### config.mk
export PLATFORM = sky130hd
export DESIGN_NAME = sorted_array_priority_queue
export DESIGN_NICKNAME = d
export VERILOG_FILES = /design/src/rtl/core/sapq_pkg.sv /design/src/rtl/core/sapq_ctrl.sv /design/src/rtl/core/sapq_dp.sv /design/src/rtl/core/sorted_array_priority_queue.sv
export SDC_FILE = /design/constraint.sdc
export NUM_CORES = 1
export LEC_CHECK = 0
export BUFFER_PORTS_ARGS = -buffer_cell sky130_fd_sc_hd__clkbuf_2
export CELL_PAD_IN_SITES_DETAIL_PLACEMENT = 1
export CELL_PAD_IN_SITES_GLOBAL_PLACEMENT = 1
export CORE_UTILIZATION = 40
export DETAILED_ROUTE_END_ITERATION = 12
export GPL_ROUTABILITY_DRIVEN = 0
export PLACE_DENSITY_LB_ADDON = 0.3
export SYNTH_ARGS = -nofsm -noshare
export SYNTH_HDL_FRONTEND = slang
export SYNTH_HIERARCHICAL = 1
export SYNTH_SLANG_ARGS = --single-unit
### constraint.sdc
create_clock -name clk -period 4 [get_ports clk]
set_input_delay 0.4 -clock clk [delete_from_list [all_inputs] [get_ports clk]]
set_output_delay 0.4 -clock clk [all_outputs]
set_load 0.05 [all_outputs]
### src/rtl/core/sapq_pkg.sv
package sapq_pkg;

	localparam int QUEUE_DEPTH_DEF = 16;
	localparam logic [7:0] VIP_PRIORITY = 8'd0;

	typedef enum logic [1:0] {
		CMD_INSERT  = 2'd0,
		CMD_EXTRACT = 2'd1,
		CMD_PEEK    = 2'd2
	} cmd_t;

	typedef enum logic [1:0] {
		ST_OK    = 2'd0,
		ST_FULL  = 2'd1,
		ST_EMPTY = 2'd2
	} status_t;

	typedef enum logic [2:0] {
		S_IDLE,
		S_DECODE,
		S_INS_CMP,
		S_INS_PUT,
		S_RD_WAIT
	} state_t;

	// read address source
	typedef enum logic [1:0] {
		RA_TAIL,
		RA_HEAD,
		RA_PREV
	} rd_sel_t;

	// write address and data source
	typedef enum logic [1:0] {
		WR_SHIFT_UP,
		WR_NEW_NEXT,
		WR_NEW_HEAD
	} wr_sel_t;

	typedef struct packed {
		logic    cap;
		logic    rd_en;
		rd_sel_t rd_sel;
		logic    wr_en;
		wr_sel_t wr_sel;
		logic    fill_inc;
		logic    fill_dec;
		logic    res_load;
		status_t res_status;
		logic    res_entry;
	} dp_cmd_t;

	typedef struct packed {
		cmd_t cmd;
		logic empty;
		logic full;
		logic gt;
		logic cur_zero;
	} dp_stat_t;

endpackage

### src/rtl/core/sapq_ctrl.sv
module sapq_ctrl (
	input  logic               clk,
	input  logic               arst_n,
	input  logic               start,
	input  sapq_pkg::dp_stat_t stat,
	output logic               busy,
	output sapq_pkg::dp_cmd_t  dcmd
);

	sapq_pkg::state_t state_q, state_d;

	always_ff @(posedge clk or negedge arst_n) begin
		if (!arst_n) begin
			state_q <= sapq_pkg::S_IDLE;
		end else begin
			state_q <= state_d;
		end
	end

	always_comb begin
		state_d         = state_q;
		dcmd            = '0;
		dcmd.rd_sel     = sapq_pkg::RA_TAIL;
		dcmd.wr_sel     = sapq_pkg::WR_NEW_HEAD;
		dcmd.res_status = sapq_pkg::ST_OK;
		busy            = 1'b1;
		case (state_q)
			sapq_pkg::S_IDLE: begin
				busy     = 1'b0;
				dcmd.cap = start;
				if (start) begin
					state_d = sapq_pkg::S_DECODE;
				end
			end
			sapq_pkg::S_DECODE: begin
				state_d = sapq_pkg::S_IDLE;
				case (stat.cmd)
					sapq_pkg::CMD_INSERT: begin
						if (stat.full) begin
							dcmd.res_load   = 1'b1;
							dcmd.res_status = sapq_pkg::ST_FULL;
						end else if (stat.empty) begin
							dcmd.wr_en    = 1'b1;
							dcmd.wr_sel   = sapq_pkg::WR_NEW_HEAD;
							dcmd.fill_inc = 1'b1;
							dcmd.res_load = 1'b1;
						end else begin
							// start the backward walk at the tail
							dcmd.rd_en  = 1'b1;
							dcmd.rd_sel = sapq_pkg::RA_TAIL;
							state_d     = sapq_pkg::S_INS_CMP;
						end
					end
					sapq_pkg::CMD_EXTRACT, sapq_pkg::CMD_PEEK: begin
						if (stat.empty) begin
							dcmd.res_load   = 1'b1;
							dcmd.res_status = sapq_pkg::ST_EMPTY;
						end else begin
							dcmd.rd_en = 1'b1;
							if (stat.cmd == sapq_pkg::CMD_EXTRACT) begin
								dcmd.rd_sel   = sapq_pkg::RA_TAIL;
								dcmd.fill_dec = 1'b1;
							end else begin
								dcmd.rd_sel = sapq_pkg::RA_HEAD;
							end
							state_d = sapq_pkg::S_RD_WAIT;
						end
					end
					default: begin
						dcmd.res_load = 1'b1;
					end
				endcase
			end
			sapq_pkg::S_INS_CMP: begin
				dcmd.wr_en = 1'b1;
				if (stat.gt) begin
					// move the larger entry up one slot
					dcmd.wr_sel = sapq_pkg::WR_SHIFT_UP;
					if (stat.cur_zero) begin
						state_d = sapq_pkg::S_INS_PUT;
					end else begin
						dcmd.rd_en  = 1'b1;
						dcmd.rd_sel = sapq_pkg::RA_PREV;
					end
				end else begin
					dcmd.wr_sel   = sapq_pkg::WR_NEW_NEXT;
					dcmd.fill_inc = 1'b1;
					dcmd.res_load = 1'b1;
					state_d       = sapq_pkg::S_IDLE;
				end
			end
			sapq_pkg::S_INS_PUT: begin
				dcmd.wr_en    = 1'b1;
				dcmd.wr_sel   = sapq_pkg::WR_NEW_HEAD;
				dcmd.fill_inc = 1'b1;
				dcmd.res_load = 1'b1;
				state_d       = sapq_pkg::S_IDLE;
			end
			sapq_pkg::S_RD_WAIT: begin
				dcmd.res_load  = 1'b1;
				dcmd.res_entry = 1'b1;
				state_d        = sapq_pkg::S_IDLE;
			end
			default: begin
				state_d = sapq_pkg::S_IDLE;
			end
		endcase
	end

endmodule

### src/rtl/core/sapq_dp.sv
module sapq_dp #(
	parameter int QUEUE_DEPTH = sapq_pkg::QUEUE_DEPTH_DEF,
	localparam int AW = (QUEUE_DEPTH > 1) ? $clog2(QUEUE_DEPTH) : 1,
	localparam int FW = $clog2(QUEUE_DEPTH + 1)
) (
	input  logic               clk,
	input  logic               arst_n,
	input  logic [1:0]         cmd,
	input  logic [15:0]        client,
	input  logic [7:0]         priority_req,
	input  sapq_pkg::dp_cmd_t  dcmd,
	output sapq_pkg::dp_stat_t stat,
	output logic               done,
	output logic [1:0]         status,
	output logic [15:0]        out_client,
	output logic [7:0]         out_priority,
	output logic               out_vip,
	output logic [FW-1:0]      fill
);

	logic [15:0] mem_cid [QUEUE_DEPTH];
	logic [7:0]  mem_pri [QUEUE_DEPTH];

	sapq_pkg::cmd_t cmd_q;
	logic [15:0]    cid_q;
	logic [7:0]     pri_q;
	logic [FW-1:0]  fill_q;
	logic [AW-1:0]  cur_q;
	logic [15:0]    rd_cid_q;
	logic [7:0]     rd_pri_q;

	logic           done_q;
	logic [1:0]     status_q;
	logic [15:0]    out_client_q;
	logic [7:0]     out_priority_q;
	logic           out_vip_q;

	logic [AW-1:0]  rd_addr;
	logic [AW-1:0]  wr_addr;
	logic [15:0]    wr_cid;
	logic [7:0]     wr_pri;
	logic [FW-1:0]  fill_m1;

	assign fill_m1 = fill_q - FW'(1);

	always_comb begin
		case (dcmd.rd_sel)
			sapq_pkg::RA_TAIL: rd_addr = fill_m1[AW-1:0];
			sapq_pkg::RA_HEAD: rd_addr = '0;
			sapq_pkg::RA_PREV: rd_addr = cur_q - AW'(1);
			default:           rd_addr = '0;
		endcase
	end

	always_comb begin
		case (dcmd.wr_sel)
			sapq_pkg::WR_SHIFT_UP: begin
				wr_addr = cur_q + AW'(1);
				wr_cid  = rd_cid_q;
				wr_pri  = rd_pri_q;
			end
			sapq_pkg::WR_NEW_NEXT: begin
				wr_addr = cur_q + AW'(1);
				wr_cid  = cid_q;
				wr_pri  = pri_q;
			end
			default: begin
				wr_addr = '0;
				wr_cid  = cid_q;
				wr_pri  = pri_q;
			end
		endcase
	end

	// storage: one write port, one registered read port
	always_ff @(posedge clk) begin
		if (dcmd.wr_en) begin
			mem_cid[wr_addr] <= wr_cid;
			mem_pri[wr_addr] <= wr_pri;
		end
		if (dcmd.rd_en) begin
			rd_cid_q <= mem_cid[rd_addr];
			rd_pri_q <= mem_pri[rd_addr];
		end
	end

	always_ff @(posedge clk) begin
		if (dcmd.cap) begin
			cmd_q <= sapq_pkg::cmd_t'(cmd);
			cid_q <= client;
			pri_q <= priority_req;
		end
		if (dcmd.rd_en) begin
			cur_q <= rd_addr;
		end
		if (dcmd.res_load) begin
			status_q <= dcmd.res_status;
			if (dcmd.res_entry) begin
				out_client_q   <= rd_cid_q;
				out_priority_q <= rd_pri_q;
				out_vip_q      <= (rd_pri_q == sapq_pkg::VIP_PRIORITY);
			end else begin
				out_client_q   <= '0;
				out_priority_q <= '0;
				out_vip_q      <= 1'b0;
			end
		end
	end

	always_ff @(posedge clk or negedge arst_n) begin
		if (!arst_n) begin
			fill_q <= '0;
			done_q <= 1'b0;
		end else begin
			done_q <= dcmd.res_load;
			if (dcmd.fill_inc) begin
				fill_q <= fill_q + FW'(1);
			end else if (dcmd.fill_dec) begin
				fill_q <= fill_m1;
			end
		end
	end

	assign stat.cmd      = cmd_q;
	assign stat.empty    = (fill_q == '0);
	assign stat.full     = (fill_q == FW'(QUEUE_DEPTH));
	assign stat.gt       = (rd_pri_q > pri_q);
	assign stat.cur_zero = (cur_q == '0);

	assign done         = done_q;
	assign status       = status_q;
	assign out_client   = out_client_q;
	assign out_priority = out_priority_q;
	assign out_vip      = out_vip_q;
	assign fill         = fill_q;

endmodule

### src/rtl/core/sorted_array_priority_queue.sv
// Sorted-array priority queue. Entries (client id, priority) are kept in ascending
// priority order, older entries first among equals. Raise start with cmd, client
// and priority_req while busy is low to issue a transaction: insert (after every
// entry of lower or equal priority, or status full), extract (remove and return the
// tail, which holds the largest priority value), or peek (return the head without
// removing it); extract or peek on an empty queue returns status empty. Each
// transaction gives exactly one result, shown for a single cycle with done high;
// the receiver cannot stall, so capture it on that cycle. fill is the entry count
// after the transaction. A rejected command (insert when full, extract or peek when
// empty, the unused command code) and an insert into an empty queue are answered
// from the decode state; extract and peek read the entry there and answer from the
// read-wait state; an insert into stored entries walks back from the tail in the
// compare state, moving each larger entry up one slot, one entry per cycle through
// the entry memory's single read port and single write port, then writes the new
// entry above the first entry that is not larger, or at the head from the put state.
// A new transaction may be accepted in the cycle done is high, which is registered
// from the answering state.
module sorted_array_priority_queue #(
	parameter int QUEUE_DEPTH = sapq_pkg::QUEUE_DEPTH_DEF,
	localparam int FW = $clog2(QUEUE_DEPTH + 1)
) (
	input  logic          clk,
	input  logic          arst_n,
	input  logic          start,
	output logic          busy,
	input  logic [1:0]    cmd,
	input  logic [15:0]   client,
	input  logic [7:0]    priority_req,
	output logic          done,
	output logic [1:0]    status,
	output logic [15:0]   out_client,
	output logic [7:0]    out_priority,
	output logic          out_vip,
	output logic [FW-1:0] fill
);

	sapq_pkg::dp_cmd_t  dcmd;
	sapq_pkg::dp_stat_t stat;

	// sequencer: decode, walk, write, respond
	sapq_ctrl u_ctrl (
		.clk    (clk),
		.arst_n (arst_n),
		.start  (start),
		.stat   (stat),
		.busy   (busy),
		.dcmd   (dcmd)
	);

	// entry memory, fill count, request and result registers
	sapq_dp #(
		.QUEUE_DEPTH (QUEUE_DEPTH)
	) u_dp (
		.clk          (clk),
		.arst_n       (arst_n),
		.cmd          (cmd),
		.client       (client),
		.priority_req (priority_req),
		.dcmd         (dcmd),
		.stat         (stat),
		.done         (done),
		.status       (status),
		.out_client   (out_client),
		.out_priority (out_priority),
		.out_vip      (out_vip),
		.fill         (fill)
	);

	// a result always follows a transaction in flight
	a_done_after_busy: assert property (@(posedge clk) disable iff (!arst_n)
		done |-> $past(busy))
		else $error("result strobe without a transaction in flight");

	// an accepted transaction holds off the next one
	a_busy_after_start: assert property (@(posedge clk) disable iff (!arst_n)
		(start && !busy) |=> busy)
		else $error("busy did not rise after accept");

	// full is reported only when the store is really full
	a_full_fill: assert property (@(posedge clk) disable iff (!arst_n)
		(done && status == sapq_pkg::ST_FULL) |-> (fill == FW'(QUEUE_DEPTH)))
		else $error("full status with free slots");

	// empty is reported only when nothing is stored
	a_empty_fill: assert property (@(posedge clk) disable iff (!arst_n)
		(done && status == sapq_pkg::ST_EMPTY) |-> (fill == '0))
		else $error("empty status with stored entries");

	// fill count stays within the store
	a_fill_range: assert property (@(posedge clk) disable iff (!arst_n)
		fill <= FW'(QUEUE_DEPTH))
		else $error("fill count beyond depth");

endmodule
==> metrics.md <==
| Metric | Value |
|---|---|
| DIE AREA | 0.04963 sq mm |
| Fraction of registers with async set/reset | 0.01899 |
| Clk sinks | 474 |
| Starting Density | 0.4067 |
| Worst path top cell family by delay | simple AND/OR/NAND/NOR gates |
| First-pass GRT wire length | 77.79 mm |
| Max_cap viols | 0 |
| Vias post-DR | 11450 |
| Worst Slack Setup Final | 0.2456 ns |
| Antenna viol nets, final | 0 |
| Global route overflow | 0 |
| Min-Delay Path Depth | 1 |
| Clock power share | 0.230 |
| PwrDens | 844.8 mW/mm^2 |
| Maximum fanout along the worst path | 6 |
| Endpoint, Worst Hold | u_dp/pri_q[1] |
| H-tree level count | 2 |
| Worst R2R Path Depth | 12 |
| Max VDD drop | 1.128 mV |
| Placed insts | 1827 |
| Final TNS setup | 0 ns |
| Total power | 19.17 mW |
| Die X | 222.8 microns |
| Largest net degree at the start of global routing | 95 |
| P_int | 11.69 mW |
| Sequential area share after synthesis | 0.7277 |
| Worst EP arrival | 4.07 ns |
| P&R area growth vs syn | 16.36% |
| # rows | 80 |
| Synth Register Bits | 474 |
| Layout cells sized above 1 | 0.1686 |
| CP peak stage delay | 0.52 ns |
| Non-Filler Instances | 1938 |
| Fin Hold WS | 0.06224 ns |
| Worst path bufs/invs | 0 |
| Vias per inst | 5.907 |
| Worst-Skew Late Latency | 0.61 ns |
| Router iterations before antenna repair | 5 |
| DRC | 0 |
| Hold wc startpoint | priority_req[1] |
| Nature of the critical path endpoint | flip-flop |
| Crit share post-route | 0.9386 |
| Slowest CP cell | or4_1 |
| Post-synth EDFFs | 465 |
| Placement Setup Slack | 0.2161 ns |
| Worst r2r src | u_dp/rd_pri_q[1] |
| Worst Tran Pin Value | 1.280 ns |
| Syn_nets | 1232 |
| Seq pwr share | 0.347 |
| Yosys top cell by area | edfxtp_1 |
| Unique masters post-synth | 54 |
| Gate power share | 0.423 |
| Routed WL | 52.42 mm |
| TritonCTS clock tree | done |
| Clock Tree Root | clkbuf_16 |
| Avg WL per Cell | 27.05 microns |
| Die Y | 222.8 microns |
| CTS max path bufs | 3 |
| Core area | 0.04795 sq mm |
| Vias in the first global route | 11920 |
| Nets | 1334 |
| Diode count | 0 |
| Cells along the critical path | ha_1 -> nor2b_1 -> o21a_1 -> o21ai_1 -> a21oi_1 -> o22a_1 -> and3_2 -> mux2_4 -> or2_4 -> mux4_2 -> and3_1 -> or4_1 |
| Setup CP Type | reg -> reg |
| Commonest non-fill, non-tap cell in the layout | edfxtp_1 |
| Total track usage | 0.2137 |
| Switching Share | 0.3902 |
| Worst slew margin | 0.1379 |
| Peak Freq | 266.4 MHz |
| Reg2reg setup slack | 0.25 ns |
| Yosys top cell area share | 0.7162 |
| Critical Path Source Type | flip-flop |
| Outcome | complete, no violations |
| Unrepaired setup endpoints after global routing | no |
| Leakage Power | 7.873 nW |
| Dominant synthesized flop cell | edfxtp_1 |
| Most frequent cells in the layout | edfxtp_1 (465), a21oi_1 (97), mux2i_1 (94) |
| CTS Buf Count | 50 |
| Synth area leaders | edfxtp_1 (72%), a2111o_1 (5.3%), mux2i_1 (4.9%) |
| WP data required | 4.32 ns |
| Cell count after synthesis | 1187 |
| # IOs | 63 |
| Initial detailed-routing violation count | 1066 |
| Net Switching | 7.480 mW |
| Cell Area, Synth | 0.01950 sq mm |
| Reg clk slew, reported paths | 0.06 ns |
| Final min period | 3.754 ns |
| Clk_skew | 0.03087 ns |
| Synthesis Warnings | 6 |
| Finish-stage setup viols | 0 |
| Initial antenna violation count | 0 |
| Hold Crit Class | in -> reg |
| PortBufs | 62 |
| Final Slew Violations | 0 |
| Final hold vios | 0 |
| Reg2reg end | u_dp/rd_cid_q[14] |
| Mapped Avg Cell Area | 16.43 sq um |
| DP Wirelength | 28.71 mm |
[state kept, by name (all words and copies together), names as in the netlist, 2 cells and up]
register and count:
u_ctrl/state_q 3, u_dp/mem_pri 128, u_dp/out_priority 8, u_dp/pri_q 8, u_dp/cid_q 16, u_dp/out_client 16, u_dp/fill 5, u_dp/rd_cid_q 16
u_dp/cmd_q 2, u_dp/mem_cid 256, u_dp/status 2, u_dp/cur_q 4, u_dp/rd_pri_q 8
[metrics by stage]
step,util,area (sq um)
2_1_floorplan,-,19500
3_3_place_gp,0.4358,20900
3_5_place_dp,0.4358,20900
4_1_cts,0.4731,22690
5_1_grt,0.4732,22690
6_report,0.4732,22690
[layer usage]
metal	GRT usage	up-vias	wire, microns
met5	0	-	0
met4	0.07430	0	1452
met3	0.02764	84	2616
met2	0.3536	353	25580
met1	0.2901	5984	22770
li1	-	5027	-
[cell type report]
type,instances,area (sq um)
Timing Repair Buffer,142,1099
Fill cell,4573,25260
Clock inverter,19,171.4
Multi-Input combinational cell,596,4995
Sequential cell,474,14190
Clock buffer,67,1368
Tap cell,615,769.5
Inverter,25,96.34
[cells by family after synthesis]
kind of cell             share of synthesized area
flip-flops                                  0.7277
multiplexers                               0.06167
AO/OA/AOI/OAI                               0.1304
AND/OR/NAND/NOR                            0.04101
buffers and inverters                      0.02490
XOR/XNOR                                  0.004043
adder cells (fa/ha/maj)                    0.01027
[power groups by stage]
stage | Clock, mW | Sequential (mW) | Combinational [mW]
final | 4.40 | 6.66 | 8.11
after global routing | 4.64 | 6.69 | 8.68
after CTS | 4.49 | 6.66 | 8.17
after detailed placement | 0 | 6.76 | 8.09
after global placement | 0 | 6.74 | 7.91
after floorplan | 0 | 7.09 | 5.07
[Yosys cell counts (2+ instances only)]
| cell | number |
|---|---|
| a2111o_1 | 92 |
| a2111oi_0 | 2 |
| a211o_1 | 93 |
| a21oi_1 | 97 |
| a221oi_1 | 2 |
| and2_1 | 26 |
| and3_1 | 4 |
| and3b_1 | 2 |
| buf_1 | 4 |
| buf_2 | 4 |
| buf_4 | 7 |
| buf_6 | 2 |
| clkbuf_1 | 75 |
| dfrtp_1 | 9 |
| edfxtp_1 | 465 |
| ha_1 | 16 |
| inv_1 | 21 |
| inv_2 | 4 |
| mux2_1 | 16 |
| mux2i_1 | 95 |
| mux4_2 | 2 |
| nand2_1 | 17 |
| nand2b_1 | 5 |
| nand3_1 | 2 |
| nand3b_1 | 2 |
| nand4_1 | 28 |
| nor2_1 | 30 |
| nor2b_1 | 6 |
| nor3_1 | 6 |
| nor3b_1 | 4 |
| nor4_1 | 2 |
| o21ai_0 | 12 |
| o21ai_1 | 5 |
| o22a_1 | 2 |
| or2_1 | 2 |
| xnor2_1 | 6 |
| xor2_1 | 3 |
[timing repair]
action / 4_1_cts / 5_1_grt
endpoints found under the setup margin: 0 / 10
hold buffers: 25 / 0
setup buffers: 0 / 0
gates resized for setup: 0 / 1
endpoints found under the hold margin: 33 / 0
[worst max path at each step]
stage                startpoint                end  slack, ns  depth (start not counted)
2_1_floorplan  u_dp/rd_pri_q[1]  u_dp/rd_cid_q[14]       0.42                         13
3_3_place_gp   u_dp/rd_pri_q[1]  u_dp/rd_cid_q[14]       0.32                         12
3_5_place_dp   u_dp/rd_pri_q[1]   u_dp/rd_pri_q[7]       0.22                         14
4_1_cts        u_dp/rd_pri_q[1]  u_dp/rd_cid_q[14]       0.18                         14
5_1_grt        u_dp/rd_pri_q[1]  u_dp/rd_cid_q[14]       0.04                         14
6_report       u_dp/rd_pri_q[1]  u_dp/rd_cid_q[14]       0.25                         12
No activity file was read; power rests on OpenSTA's default activity.
